## src/sv/tsp_pkg.sv

```systemverilog
// Package for the tone sequence player: item types, codes, constants and the step ROM.
`default_nettype none

package tsp_pkg;

   // Command codes carried by an input item
   localparam logic [1:0] CMD_TICK  = 2'd0;
   localparam logic [1:0] CMD_START = 2'd1;
   localparam logic [1:0] CMD_STOP  = 2'd2;

   // Melody codes
   localparam logic [2:0] MEL_WELCOME = 3'd0;
   localparam logic [2:0] MEL_GRANTED = 3'd1;
   localparam logic [2:0] MEL_CLOSING = 3'd2;
   localparam logic [2:0] MEL_ALARM   = 3'd3;
   localparam logic [2:0] MEL_WARNING = 3'd4;

   localparam int MELODY_COUNT = 5;
   localparam int ROM_ROWS     = 3;

   // Longest melody that is played; longer melodies are cut
   localparam int MAX_STEPS = 4;

   // Default width of the millisecond down counter
   localparam int TIME_WIDTH = 16;

   // Durations and gaps in the ROM all fit in this many bits
   localparam int ROM_TIME_BITS = 9;

   typedef struct packed {
      logic [1:0]  command;
      logic [2:0]  melody;
      logic        repeat_enable;
      logic [15:0] repeat_pause;
   } tsp_item_type;

   typedef struct packed {
      logic [15:0] tone_freq;
      logic        busy_res;
      logic [2:0]  current_step;
   } tsp_result_type;

   typedef struct packed {
      logic [15:0]              freq;
      logic [ROM_TIME_BITS-1:0] dur;
      logic [ROM_TIME_BITS-1:0] gap;
   } tsp_step_type;

   // Number of steps of each melody; unknown codes give zero
   function automatic logic [2:0] tsp_tune_len(input logic [2:0] mel);
      logic [2:0] len;
      case (mel)
         MEL_WELCOME: len = 3'd3;
         MEL_GRANTED: len = 3'd2;
         MEL_CLOSING: len = 3'd2;
         MEL_ALARM:   len = 3'd3;
         MEL_WARNING: len = 3'd2;
         default:     len = 3'd0;
      endcase
      return len;
   endfunction

   // Step ROM: frequency, tone duration and following gap
   function automatic tsp_step_type tsp_step_rom(input logic [2:0] mel, input logic [1:0] row);
      tsp_step_type s;
      s = '0;
      case (mel)
         MEL_WELCOME: begin
            case (row)
               2'd0:    s = '{16'd523, 9'd180, 9'd200};
               2'd1:    s = '{16'd659, 9'd180, 9'd200};
               2'd2:    s = '{16'd784, 9'd180, 9'd0};
               default: s = '0;
            endcase
         end
         MEL_GRANTED: begin
            case (row)
               2'd0:    s = '{16'd784, 9'd160, 9'd180};
               2'd1:    s = '{16'd987, 9'd160, 9'd0};
               default: s = '0;
            endcase
         end
         MEL_CLOSING: begin
            case (row)
               2'd0:    s = '{16'd392, 9'd220, 9'd180};
               2'd1:    s = '{16'd349, 9'd220, 9'd0};
               default: s = '0;
            endcase
         end
         MEL_ALARM: begin
            case (row)
               2'd0, 2'd1: s = '{16'd1046, 9'd300, 9'd200};
               2'd2:       s = '{16'd1046, 9'd300, 9'd0};
               default:    s = '0;
            endcase
         end
         MEL_WARNING: begin
            case (row)
               2'd0:    s = '{16'd330, 9'd380, 9'd180};
               2'd1:    s = '{16'd294, 9'd380, 9'd0};
               default: s = '0;
            endcase
         end
         default: s = '0;
      endcase
      return s;
   endfunction

endpackage

`default_nettype wire

```

## src/sv/tsp_req_if.sv

```systemverilog
// Request channel interface: valid/ready handshake carrying one command item.
`default_nettype none

interface tsp_req_if;
   logic        valid;
   logic        ready;
   logic [1:0]  command;
   logic [2:0]  melody;
   logic        repeat_enable;
   logic [15:0] repeat_pause;

   modport source (output valid, output command, output melody, output repeat_enable,
                   output repeat_pause, input ready);
   modport sink   (input valid, input command, input melody, input repeat_enable,
                   input repeat_pause, output ready);
endinterface

`default_nettype wire

```

## src/sv/tsp_rsp_if.sv

```systemverilog
// Response channel interface: valid/ready handshake carrying one result item.
`default_nettype none

interface tsp_rsp_if;
   logic        valid;
   logic        ready;
   logic [15:0] tone_freq;
   logic        busy_res;
   logic [2:0]  current_step;

   modport source (output valid, output tone_freq, output busy_res, output current_step,
                   input ready);
   modport sink   (input valid, input tone_freq, input busy_res, input current_step,
                   output ready);
endinterface

`default_nettype wire

```

## src/sv/tsp_input_stage.sv

```systemverilog
// Input register stage: captures one request item and holds it until the engine takes it.
`default_nettype none

module tsp_input_stage (
   input  wire logic            clock,
   input  wire logic            reset,
   tsp_req_if.sink              req_bus,
   input  wire logic            take,
   output tsp_pkg::tsp_item_type item,
   output logic                 item_valid
);

   logic                  valid_ff, valid_in;
   tsp_pkg::tsp_item_type item_ff, item_in;
   logic                  load;

   // Free slot when empty or when the held item leaves this cycle
   assign req_bus.ready = !valid_ff || take;
   assign load          = req_bus.valid && req_bus.ready;

   always_comb begin
      valid_in = valid_ff;
      item_in  = item_ff;
      if (load) begin
         valid_in              = 1'b1;
         item_in.command       = req_bus.command;
         item_in.melody        = req_bus.melody;
         item_in.repeat_enable = req_bus.repeat_enable;
         item_in.repeat_pause  = req_bus.repeat_pause;
      end else if (take) begin
         valid_in = 1'b0;
      end
   end

   always_ff @(posedge clock) begin
      if (reset) begin
         valid_ff <= 1'b0;
      end else begin
         valid_ff <= valid_in;
      end
      item_ff <= item_in;
   end

   assign item       = item_ff;
   assign item_valid = valid_ff;

endmodule

`default_nettype wire

```

## src/sv/tsp_engine.sv

```systemverilog
// Player state and single-pass update: one item per cycle while advance is high, result taken after the update.
`default_nettype none

module tsp_engine #(
   parameter int TIME_WIDTH = tsp_pkg::TIME_WIDTH
) (
   input  wire logic                   clock,
   input  wire logic                   reset,
   input  wire logic                   advance,
   input  wire tsp_pkg::tsp_item_type  item,
   output tsp_pkg::tsp_result_type     result
);

   localparam logic [1:0] PH_IDLE  = 2'd0;
   localparam logic [1:0] PH_TONE  = 2'd1;
   localparam logic [1:0] PH_PAUSE = 2'd2;

   logic [1:0]            phase_ff, phase_in;
   logic [TIME_WIDTH-1:0] wait_left_ff, wait_left_in;
   logic [2:0]            step_index_ff, step_index_in;
   logic [2:0]            melody_sel_ff, melody_sel_in;
   logic [2:0]            sequence_length_ff, sequence_length_in;
   logic                  repeat_flag_ff, repeat_flag_in;
   logic [TIME_WIDTH-1:0] repeat_wait_ff, repeat_wait_in;
   logic [15:0]           tone_reg_ff, tone_reg_in;

   logic [TIME_WIDTH-1:0] repeat_sat;
   logic [2:0]            start_len;
   logic [2:0]            rom_mel;
   logic [1:0]            rom_row;
   tsp_pkg::tsp_step_type step;
   logic                  playing;

   // Repeat pause clipped to the counter width
   generate
      if (TIME_WIDTH >= 16) begin : g_rep_wide
         assign repeat_sat = TIME_WIDTH'(item.repeat_pause);
      end else begin : g_rep_sat
         assign repeat_sat = ((item.repeat_pause >> TIME_WIDTH) != 16'd0) ?
                             {TIME_WIDTH{1'b1}} : item.repeat_pause[TIME_WIDTH-1:0];
      end
   endgenerate

   // Melody length, cut to the step limit
   always_comb begin
      start_len = tsp_pkg::tsp_tune_len(item.melody);
      if (int'(start_len) > tsp_pkg::MAX_STEPS) begin
         start_len = 3'(tsp_pkg::MAX_STEPS);
      end
   end

   // ROM lookup for the step in progress
   assign rom_mel = (int'(melody_sel_ff) < tsp_pkg::MELODY_COUNT) ? melody_sel_ff : 3'd0;
   assign rom_row = (int'(step_index_ff) < tsp_pkg::ROM_ROWS) ? step_index_ff[1:0] : 2'd0;
   assign step    = tsp_pkg::tsp_step_rom(rom_mel, rom_row);

   assign playing = (phase_ff == PH_TONE) || (phase_ff == PH_PAUSE);

   // Next state for the item in hand
   always_comb begin
      phase_in           = phase_ff;
      wait_left_in       = wait_left_ff;
      step_index_in      = step_index_ff;
      melody_sel_in      = melody_sel_ff;
      sequence_length_in = sequence_length_ff;
      repeat_flag_in     = repeat_flag_ff;
      repeat_wait_in     = repeat_wait_ff;
      tone_reg_in        = tone_reg_ff;
      case (item.command)
         tsp_pkg::CMD_TICK: begin
            if (playing && sequence_length_ff != 3'd0) begin
               if (wait_left_ff > TIME_WIDTH'(1)) begin
                  wait_left_in = wait_left_ff - TIME_WIDTH'(1);
               end else if (phase_ff == PH_PAUSE) begin
                  if (step_index_ff >= sequence_length_ff) begin
                     // melody done: repeat after the pause or go idle
                     tone_reg_in = 16'd0;
                     if (repeat_flag_ff) begin
                        step_index_in = 3'd0;
                        wait_left_in  = repeat_wait_ff;
                     end else begin
                        phase_in = PH_IDLE;
                     end
                  end else begin
                     tone_reg_in  = step.freq;
                     phase_in     = PH_TONE;
                     wait_left_in = TIME_WIDTH'(step.dur);
                  end
               end else begin
                  tone_reg_in   = 16'd0;
                  phase_in      = PH_PAUSE;
                  wait_left_in  = TIME_WIDTH'(step.gap);
                  step_index_in = step_index_ff + 3'd1;
               end
            end
         end
         tsp_pkg::CMD_START: begin
            if (int'(item.melody) < tsp_pkg::MELODY_COUNT) begin
               melody_sel_in      = item.melody;
               sequence_length_in = start_len;
               step_index_in      = 3'd0;
               repeat_flag_in     = item.repeat_enable;
               repeat_wait_in     = repeat_sat;
               phase_in           = PH_PAUSE;
               wait_left_in       = '0;
            end
         end
         tsp_pkg::CMD_STOP: begin
            tone_reg_in        = 16'd0;
            phase_in           = PH_IDLE;
            sequence_length_in = 3'd0;
         end
         default: begin
            // unknown command: state holds
         end
      endcase
   end

   always_ff @(posedge clock) begin
      if (reset) begin
         phase_ff           <= PH_IDLE;
         wait_left_ff       <= '0;
         step_index_ff      <= 3'd0;
         melody_sel_ff      <= 3'd0;
         sequence_length_ff <= 3'd0;
         repeat_flag_ff     <= 1'b0;
         repeat_wait_ff     <= '0;
         tone_reg_ff        <= 16'd0;
      end else if (advance) begin
         phase_ff           <= phase_in;
         wait_left_ff       <= wait_left_in;
         step_index_ff      <= step_index_in;
         melody_sel_ff      <= melody_sel_in;
         sequence_length_ff <= sequence_length_in;
         repeat_flag_ff     <= repeat_flag_in;
         repeat_wait_ff     <= repeat_wait_in;
         tone_reg_ff        <= tone_reg_in;
      end
   end

   // Result reflects the state after this item
   assign result.tone_freq    = tone_reg_in;
   assign result.busy_res     = (phase_in == PH_TONE) || (phase_in == PH_PAUSE);
   assign result.current_step = step_index_in;

`ifndef SYNTHESIS
   a_busy_has_len: assert property (@(posedge clock) disable iff (reset)
      playing |-> sequence_length_ff != 3'd0)
      else $error("active phase with empty melody");
   a_step_in_range: assert property (@(posedge clock) disable iff (reset)
      playing |-> step_index_ff <= sequence_length_ff)
      else $error("step index past melody length");
   a_idle_silent: assert property (@(posedge clock) disable iff (reset)
      (phase_ff == PH_IDLE) |-> tone_reg_ff == 16'd0)
      else $error("tone sounding while idle");
   a_stop_silences: assert property (@(posedge clock) disable iff (reset)
      (advance && item.command == tsp_pkg::CMD_STOP) |=> (tone_reg_ff == 16'd0 && !playing))
      else $error("stop did not silence");
`endif

endmodule

`default_nettype wire

```

## src/sv/tone_sequence_player_core.sv

```systemverilog
// Top level of the tone sequence player: input stage, engine and result register.
//
// Usage:
//   req_bus carries one item per handshake: a tick (one millisecond), a start
//   (melody, repeat flag, repeat pause) or a stop. rsp_bus returns exactly one
//   result item per request item, in order: the tone frequency now sounding
//   (0 is silence), the busy flag and the step in progress, all as they stand
//   after that item.
//   A request accepted into the input register passes through the engine into
//   the result register.
//   Throughput: one item per cycle while rsp_bus takes results, set by the single
//   pass of the state update (a compare, a decrement and a step ROM lookup) between the input register
//   and the result register.
//   Reset (synchronous, active high) empties both registers, sets the player
//   idle and silent with all counters at zero.
//   When the receiver stalls, the result register holds its item, the input
//   register keeps one more item, and req_bus.ready drops until rsp_bus moves.
`default_nettype none

module tone_sequence_player_core #(
   parameter int TIME_WIDTH = tsp_pkg::TIME_WIDTH
) (
   input  wire logic clock,
   input  wire logic reset,
   tsp_req_if.sink   req_bus,
   tsp_rsp_if.source rsp_bus
);

   tsp_pkg::tsp_item_type   item;
   logic                    item_valid;
   logic                    take;
   tsp_pkg::tsp_result_type result;
   tsp_pkg::tsp_result_type result_ff;
   logic                    rsp_valid_ff, rsp_valid_in;

   // Item moves on when the result register is free or drains this cycle
   assign take = item_valid && (!rsp_valid_ff || rsp_bus.ready);

   tsp_input_stage u_input (
      .clock      (clock),
      .reset      (reset),
      .req_bus    (req_bus),
      .take       (take),
      .item       (item),
      .item_valid (item_valid)
   );

   tsp_engine #(
      .TIME_WIDTH (TIME_WIDTH)
   ) u_engine (
      .clock   (clock),
      .reset   (reset),
      .advance (take),
      .item    (item),
      .result  (result)
   );

   // Result register
   always_comb begin
      rsp_valid_in = rsp_valid_ff;
      if (take) begin
         rsp_valid_in = 1'b1;
      end else if (rsp_bus.ready) begin
         rsp_valid_in = 1'b0;
      end
   end

   always_ff @(posedge clock) begin
      if (reset) begin
         rsp_valid_ff <= 1'b0;
      end else begin
         rsp_valid_ff <= rsp_valid_in;
      end
      if (take) begin
         result_ff <= result;
      end
   end

   assign rsp_bus.valid        = rsp_valid_ff;
   assign rsp_bus.tone_freq    = result_ff.tone_freq;
   assign rsp_bus.busy_res     = result_ff.busy_res;
   assign rsp_bus.current_step = result_ff.current_step;

endmodule

`default_nettype wire

```

## src/flat_wrapper.sv

```systemverilog
// flat-port wrapper written by rule: the top's interface ports become plain ports
module tone_sequence_player_core_flat 
#(
   parameter int TIME_WIDTH = tsp_pkg::TIME_WIDTH
)
  (clock, reset, req_bus_valid, req_bus_command, req_bus_melody, req_bus_repeat_enable, req_bus_repeat_pause, req_bus_ready, rsp_bus_valid, rsp_bus_tone_freq, rsp_bus_busy_res, rsp_bus_current_step, rsp_bus_ready);
  tsp_req_if req_bus_i ();
  tsp_rsp_if rsp_bus_i ();
  input  wire logic clock;
  input  wire logic reset;
  input wire logic [$bits(req_bus_i.valid)-1:0] req_bus_valid;
  input wire logic [$bits(req_bus_i.command)-1:0] req_bus_command;
  input wire logic [$bits(req_bus_i.melody)-1:0] req_bus_melody;
  input wire logic [$bits(req_bus_i.repeat_enable)-1:0] req_bus_repeat_enable;
  input wire logic [$bits(req_bus_i.repeat_pause)-1:0] req_bus_repeat_pause;
  output wire logic [$bits(req_bus_i.ready)-1:0] req_bus_ready;
  output wire logic [$bits(rsp_bus_i.valid)-1:0] rsp_bus_valid;
  output wire logic [$bits(rsp_bus_i.tone_freq)-1:0] rsp_bus_tone_freq;
  output wire logic [$bits(rsp_bus_i.busy_res)-1:0] rsp_bus_busy_res;
  output wire logic [$bits(rsp_bus_i.current_step)-1:0] rsp_bus_current_step;
  input wire logic [$bits(rsp_bus_i.ready)-1:0] rsp_bus_ready;
  assign req_bus_i.valid = req_bus_valid;
  assign req_bus_i.command = req_bus_command;
  assign req_bus_i.melody = req_bus_melody;
  assign req_bus_i.repeat_enable = req_bus_repeat_enable;
  assign req_bus_i.repeat_pause = req_bus_repeat_pause;
  assign req_bus_ready = req_bus_i.ready;
  assign rsp_bus_valid = rsp_bus_i.valid;
  assign rsp_bus_tone_freq = rsp_bus_i.tone_freq;
  assign rsp_bus_busy_res = rsp_bus_i.busy_res;
  assign rsp_bus_current_step = rsp_bus_i.current_step;
  assign rsp_bus_i.ready = rsp_bus_ready;
  tone_sequence_player_core #(.TIME_WIDTH(TIME_WIDTH)) u_core (.clock(clock), .reset(reset), .req_bus(req_bus_i), .rsp_bus(rsp_bus_i));
endmodule
```

## config.mk

```make
export PLATFORM = sky130hd
export DESIGN_NAME = tone_sequence_player_core_flat
export DESIGN_NICKNAME = d
export VERILOG_FILES = /design/src/sv/tsp_pkg.sv /design/src/sv/tsp_req_if.sv /design/src/sv/tsp_rsp_if.sv /design/src/sv/tsp_input_stage.sv /design/src/sv/tsp_engine.sv /design/src/sv/tone_sequence_player_core.sv /design/src/flat_wrapper.sv
export SDC_FILE = /design/constraint.sdc
export NUM_CORES = 1
export LEC_CHECK = 0
export BUFFER_PORTS_ARGS = -buffer_cell sky130_fd_sc_hd__buf_2
export CAP_MARGIN = 30
export CORE_MARGIN = 4
export CORE_UTILIZATION = 42
export CTS_CLUSTER_SIZE = 16
export DETAILED_ROUTE_END_ITERATION = 16
export SLEW_MARGIN = 20
export SYNTH_ARGS = -nofsm -noshare
export SYNTH_HDL_FRONTEND = slang
export SYNTH_SLANG_ARGS = --single-unit
export TNS_END_PERCENT = 1
```

## constraint.sdc

```tcl
create_clock -name clock -period 2.97 [get_ports clock]
set_clock_uncertainty 0.1 [all_clocks]
set_input_delay 0 -clock clock [delete_from_list [all_inputs] [get_ports clock]]
set_output_delay 0 -clock clock [all_outputs]
set_load 0.005 [all_outputs]
```

==> impl_results.md, run 1 <==
- Sequential share of power: approximately half
- Overall power: 2.95 mW
- Psw: 0.739 mW
- Gp weighted congestion: 0.912
- Worst skew pair latency: 0.36 ns
- Post-synth ARST share: 0%
- Hold_sp: req_bus_melody[0]
- Number of synthesized register bits: 103
- Min-Delay Path Class: primary input to register
- CP max stage cell: or4_1
- CTS tree: built
- Share of cells above drive strength 1: 14.5%
- Net Count, Synth: 586
- FMAX: between 300 and 400 MHz
- Reg-to-Reg Start: u_core.u_engine.wait_left_ff[6]
- R2r setup slk: 0.41 ns
- WL per Instance: 15.4 µm
- Period utilisation layout: 86.3%
- Crit path time final: 2.56 ns
- # clock sinks: roughly 100
- Arr. time, crit path: 2.57 ns
- DIE WIDTH: 117 µm
- Most common cell after layout, fill and taps aside: nand2_1
- Clk buf depth: 2
- Clock buffer count from CTS: 9
- NumNets Final: roughly 650
- Slew HR: between 30% and 40%
- Post-CTS Setup Bufs: 0
- Setup violators final: 0
- Post-route antenna net violation count: 0
- Initial Util: 43.4%
- Netlist cell types: roughly 60
- Crit path cell chain: or4_1 -> and4bb_2 -> nand3_4 -> a21o_1 -> a22o_1
- Internal Power: about 2.2 mW
- Rows: 39
- Outcome: complete, no violations
- Total number of H-tree levels: 3
- Max-Cap Viols: 0
- CP bufs+invs: 0
- Core area: ~12000 µm²
- DRT Pass-1 Iters: 5
- First-pass GRT wire length: 20300 µm
- Post-CTS Resized: 0
- Crit Path Max Fanout: 16
- Slowest cell delay on critical path: 0.56 ns
- Largest net degree at the start of global routing: 38
- Worst-margin pin slew: approximately 0.91 ns
- Clock transition at the registers of the reported paths: 0.08 ns
- Area fraction of the dominant cell type after synthesis: 25.1%
- Final setup TNS: 0 ns
- Finished Layout Cells: 765
- ANT cells: 0
- Final WL: 11800 µm
- Leak Pwr: 2.21 nW
- # port buffers: 47
- Top post-synthesis cells by area: edfxtp_1 25%, dfxtp_1 24%, nand2_1 6.5%, a21oi_1 4.5%, o21ai_0 3.3%
- Sequential fraction of the synthesis area: 49.4%
- Post-Syn Area: 5020 µm²
- Final core occ: approximately half
- Chip Height: about 120 µm
- Final-report hold violation count: 0
- Initial antenna violation count: 0
- Worst Setup Start Kind: register
- CP Class: register to register
- Main synth FF type: dfxtp_1
- Routed via count: 4206
- Die area: 13800 µm²
- Tot GR Track Use: about 18%
- Worst vdd ir: 0.376 mV
- Synthesized instance count: around 550
- Iter 0 DRT Violations: roughly 300
- PD cells: 492 nW/µm²
- Placed cell areas: about 5400 µm²
- RSZ-0062 raised after global routing: no
- DR vias/cell: approximately 5.5
- Post-synth top area cell: edfxtp_1
- CTS root buf: clkbuf_16
- Net Sw Frac: between 20% and 30%
- HPWL after DPL: 8490 µm
- Drc violations: 0
- CP Capture Type: register
- Area Growth Syn to Fin: 19.3%
- Commonest cells after routing, fill and taps aside: 87 x nand2_1, 61 x dfxtp_1, 47 x buf_2
- Hold_buf cts: 25
- Vias in the first global route: 4134
- Post-synth EDFFs: 42
- Crit path launch: u_core.u_engine.wait_left_ff[6]
- Top-Level Pins: 48
- Fin area: about 6000 µm²
- WP data required: slightly below 3 ns
- DP Cell Count: 724
- Synth warn: 0
- Post-synthesis area per instance: 9.15 µm²
- Family with the most delay on the worst path: simple AND/OR/NAND/NOR gates
- Power share of the combinational group: 7.8%
- Clock Power Share: between 40% and 50%
- Total congestion overflow: 0
- Final Max Slew Viols: 0
[state kept, by name (all words and copies together) (netlist names)]
signal,flops
u_core.rsp_bus.busy_res,1
u_core.rsp_bus.current_step,3
u_core.rsp_bus.tone_freq,16
u_core.rsp_bus.valid,1
u_core.u_engine.melody_sel_ff,3
u_core.u_engine.phase_ff,2
u_core.u_engine.repeat_flag_ff,1
u_core.u_engine.repeat_wait_ff,16
u_core.u_engine.sequence_length_ff,2
u_core.u_engine.step_index_ff,3
u_core.u_engine.tone_reg_ff,16
u_core.u_engine.wait_left_ff,16
u_core.u_input.item,22
u_core.u_input.item_valid,1
[path summary, 6_finish.rpt]
check                           cells past startpoint                         endpoint
worst max-delay path                                5      u_core.rsp_bus.tone_freq[7]
worst min-delay path                                2          u_core.u_input.item[17]
worst max register to register                      5      u_core.rsp_bus.tone_freq[7]
worst min register to register                      1  u_core.u_engine.tone_reg_ff[14]
[power groups by stage]
stage / sequential (mW) / clock, mW / combinational [mW]
final: 1.53 / 1.19 / 0.231
after detailed placement: 1.56 / 0 / 0.204
after global placement: 1.56 / 0 / 0.202
after CTS: 1.53 / 1.22 / 0.230
after global routing: 1.53 / 1.29 / 0.257
after floorplan: 1.56 / 0 / 0.135
[through the flow]
stage               hold WS [ns]  setup slack, ns
floorplan               -0.00113            0.461
global placement          0.0762            0.475
detailed placement        0.0781            0.446
CTS                        0.231            0.420
global route               0.242            0.274
finish                     0.247            0.406
[layout make-up]
type,instances,area [µm²]
well taps,143,179
repair buffers,90,621
flip-flops and latches,103,2480
multi-input cells,396,2330
clock inverters,7,86.3
clock buffers,9,225
inverters,17,63.8
fillers,1054,5570
[cell usage after synthesis, types with 6 or more instances]
cell       n
a22o_1    15
nor3_1    22
ha_1      11
and2_1    15
and3_1     6
nand3_1   10
or3_1      8
nor2b_1    6
a211oi_1   8
inv_1     17
a21oi_1   45
o21ai_0   33
edfxtp_1  42
a31oi_1    8
clkbuf_1  25
nor2_1    36
nand2b_1   9
dfxtp_1   61
nand2_1   87
[kinds of logic (layout without fill, tap and decap cells)]
kind of cell / Yosys count / in the layout / share of synthesized area, %
AND/OR/NAND/NOR: 220 / 220 / 21.5
XOR/XNOR: 6 / 6 / 1.05
AO/OA/AOI/OAI: 155 / 155 / 20.5
multiplexers: 4 / 4 / 0.797
adder cells (fa/ha/maj): 11 / 11 / 2.74
flip-flops: 103 / 103 / 49.4
buffers and inverters: 50 / 123 / 4.06
[metal layers]
layer	vias to the layer above	track usage, %	routed length, µm
met4	0	8.06	301
met2	113	28.5	5450
met3	22	3.46	599
met5	-	0	0
met1	1939	23.7	5450
li1	2132	-	-
No activity file was read; power rests on OpenSTA's default activity.
==> inputs of run 2 (changes only) <==
- PLACE_DENSITY: not set -> 0.66
- clock period: 2.97 -> 2.9 ns (I/O delays scaled with it)
==> impl_results.md, run 2 (synthesis results as in run 1) <==
- Leak Pwr: 2.23 nW (was 2.21 nW)
- Routed via count: 4308 (was 4206)
- Final WL: 11800 µm (about the same)
- # clock sinks: 103 (unchanged)
- Top-Level Pins: 48 (unchanged)
- CP Capture Type: register (unchanged)
- Final core occ: 52.1% (was 51.8%)
- FMAX: 386 MHz (was 390 MHz)
- Setup violators final: 0 (unchanged)
- ANT cells: 0 (unchanged)
- RSZ-0062 raised after global routing: no (unchanged)
- Chip Height: 117 µm (unchanged)
- NumNets Final: 658 (was 654)
- Clock transition at the registers of the reported paths: 0.07 ns (was 0.08 ns)
- Hold_buf cts: 28 (was 25)
- # port buffers: 47 (unchanged)
- Worst vdd ir: 0.469 mV (was 0.376 mV)
- Rows: 39 (unchanged)
- First-pass GRT wire length: 19800 µm (was 20300 µm)
- Worst skew pair latency: 0.36 ns (about the same)
- Worst Setup Start Kind: register (unchanged)
- CP Class: register to register (unchanged)
- PD cells: 503 nW/µm² (was 492 nW/µm²)
- Initial Util: 43.4% (unchanged)
- CTS root buf: clkbuf_16 (unchanged)
- Gr busiest metal: met2 (unchanged)
- Outcome: complete, no violations (unchanged)
- DRT Pass-1 Iters: 5 (unchanged)
- Crit path time final: 2.59 ns (was 2.56 ns)
- Die area: 13800 µm² (unchanged)
- Clock buffer count from CTS: 9 (unchanged)
- Worst Setup Slack, final: 0.307 ns (was 0.406 ns)
- Met1 global-route usage: 22.8% (was 23.7%)
- Min-Delay Path Class: primary input to register (unchanged)
- DR vias/cell: 5.60 (was 5.50)
- Total congestion overflow: 0 (unchanged)
- Arr. time, crit path: 2.60 ns (was 2.57 ns)
- WP data required: 2.91 ns (was 2.98 ns)
- Commonest cells after routing, fill and taps aside: 87 x nand2_1, 61 x dfxtp_1, 47 x buf_2 (unchanged)
- HPWL after DPL: 8400 µm (was 8490 µm)
- Largest register FFs: 22 (unchanged)
- Met3 track demand over resource: 4.76% (was 3.46%)
- Vias in the first global route: 4039 (was 4134)
- Share of cells above drive strength 1: 14.5% (about the same)
- Total number of H-tree levels: 3 (unchanged)
- Most common cell after layout, fill and taps aside: nand2_1 (unchanged)
- Period utilisation layout: 89.4% (was 86.3%)
- Crit Path Max Fanout: 16 (unchanged)
- Grt met2 use: 28.5% (about the same)
- Largest net degree at the start of global routing: 26 (was 38)
- Slew HR: 39.5% (about the same)
- CTS tree: built (unchanged)
- Tot GR Track Use: 17.7% (was 17.9%)
- Post-CTS Resized: 0 (unchanged)
- Clk buf depth: 2 (unchanged)
- Gp weighted congestion: 0.914 (was 0.912)
- Iter 0 DRT Violations: 410 (was 302)
- Initial antenna violation count: 0 (unchanged)
- Post-route antenna net violation count: 0 (unchanged)
- Max-Cap Viols: 0 (unchanged)
- DIE WIDTH: 117 µm (unchanged)
- Post-CTS Setup Bufs: 0 (unchanged)
- Drc violations: 0 (unchanged)
- Final Max Slew Viols: 0 (unchanged)
- Area Growth Syn to Fin: 20.1% (was 19.3%)
- Place WS: 0.342 ns (was 0.446 ns)
- Core area: 11600 µm² (unchanged)
- Final setup TNS: 0 ns (unchanged)
- Final-report hold violation count: 0 (unchanged)
- WL per Instance: 15.4 µm (about the same)
- Worst-margin pin slew: 0.907 ns (was 0.908 ns)
## run 2: changes by cell type in the layout (fill, tap and decap cells not counted), sizes merged
cell,previous run,this run
dlygate4sd3,25,28
clkbuf,9,11
inv,21,19
buf,65,66
## run 2: final timing paths
kind / cells after the start / slack, ns / to / startpoint
worst max-delay path: 5 / 0.31 / u_core.rsp_bus.tone_freq[7] / u_core.u_engine.wait_left_ff[6]
worst min-delay path: 2 / 0.25 / u_core.u_input.item[10] / req_bus_repeat_pause[10]
worst max register to register: 5 / 0.31 / u_core.rsp_bus.tone_freq[7] / u_core.u_engine.wait_left_ff[6]
worst min register to register: 1 / 0.36 / u_core.u_engine.tone_reg_ff[15] / u_core.u_engine.tone_reg_ff[15]
## run 2: where the power goes
group | switching, mW | internal [mW]
combinational | 0.138 | 0.101
clock | 0.555 | 0.671
sequential | 0.0209 | 1.55
## run 2: routing by layer
| metal | vias up | part of all wire, % |
|---|---|---|
| li1 | 2142 | - |
| met1 | 2003 | 45 |
| met2 | 146 | 47 |
| met3 | 17 | 5.9 |
| met4 | 0 | 1.8 |
| met5 | - | 0 |
## run 2: per-stage QoR
stage | cells | total power, mW | hold slack, ns | cell area [µm²]
after floorplan | 549 | 1.73 | -0.00113 | 5020
after global placement | 725 | 1.80 | 0.0763 | 5440
after detailed placement | 725 | 1.81 | 0.0781 | 5440
after CTS | 769 | 3.05 | 0.231 | 6030
after global routing | 769 | 3.15 | 0.242 | 6030
final | 769 | 3.03 | 0.246 | 6030
## run 2: worst max-delay path: stages (launching register included)
cell	delay [ns]
dfxtp_1	0.35
or4_1	0.57
and4bb_2	0.43
nand3_4	0.17
a21o_1	0.40
a22o_1	0.31
## run 2: area by class of cell
cell class | count | area (µm²)
flip-flops and latches | 103 | 2480
multi-input cells | 396 | 2330
well taps | 143 | 179
clock buffers | 11 | 264
inverters | 17 | 63.8
fillers | 1033 | 5540
repair buffers | 94 | 658
clock inverters | 5 | 46.3
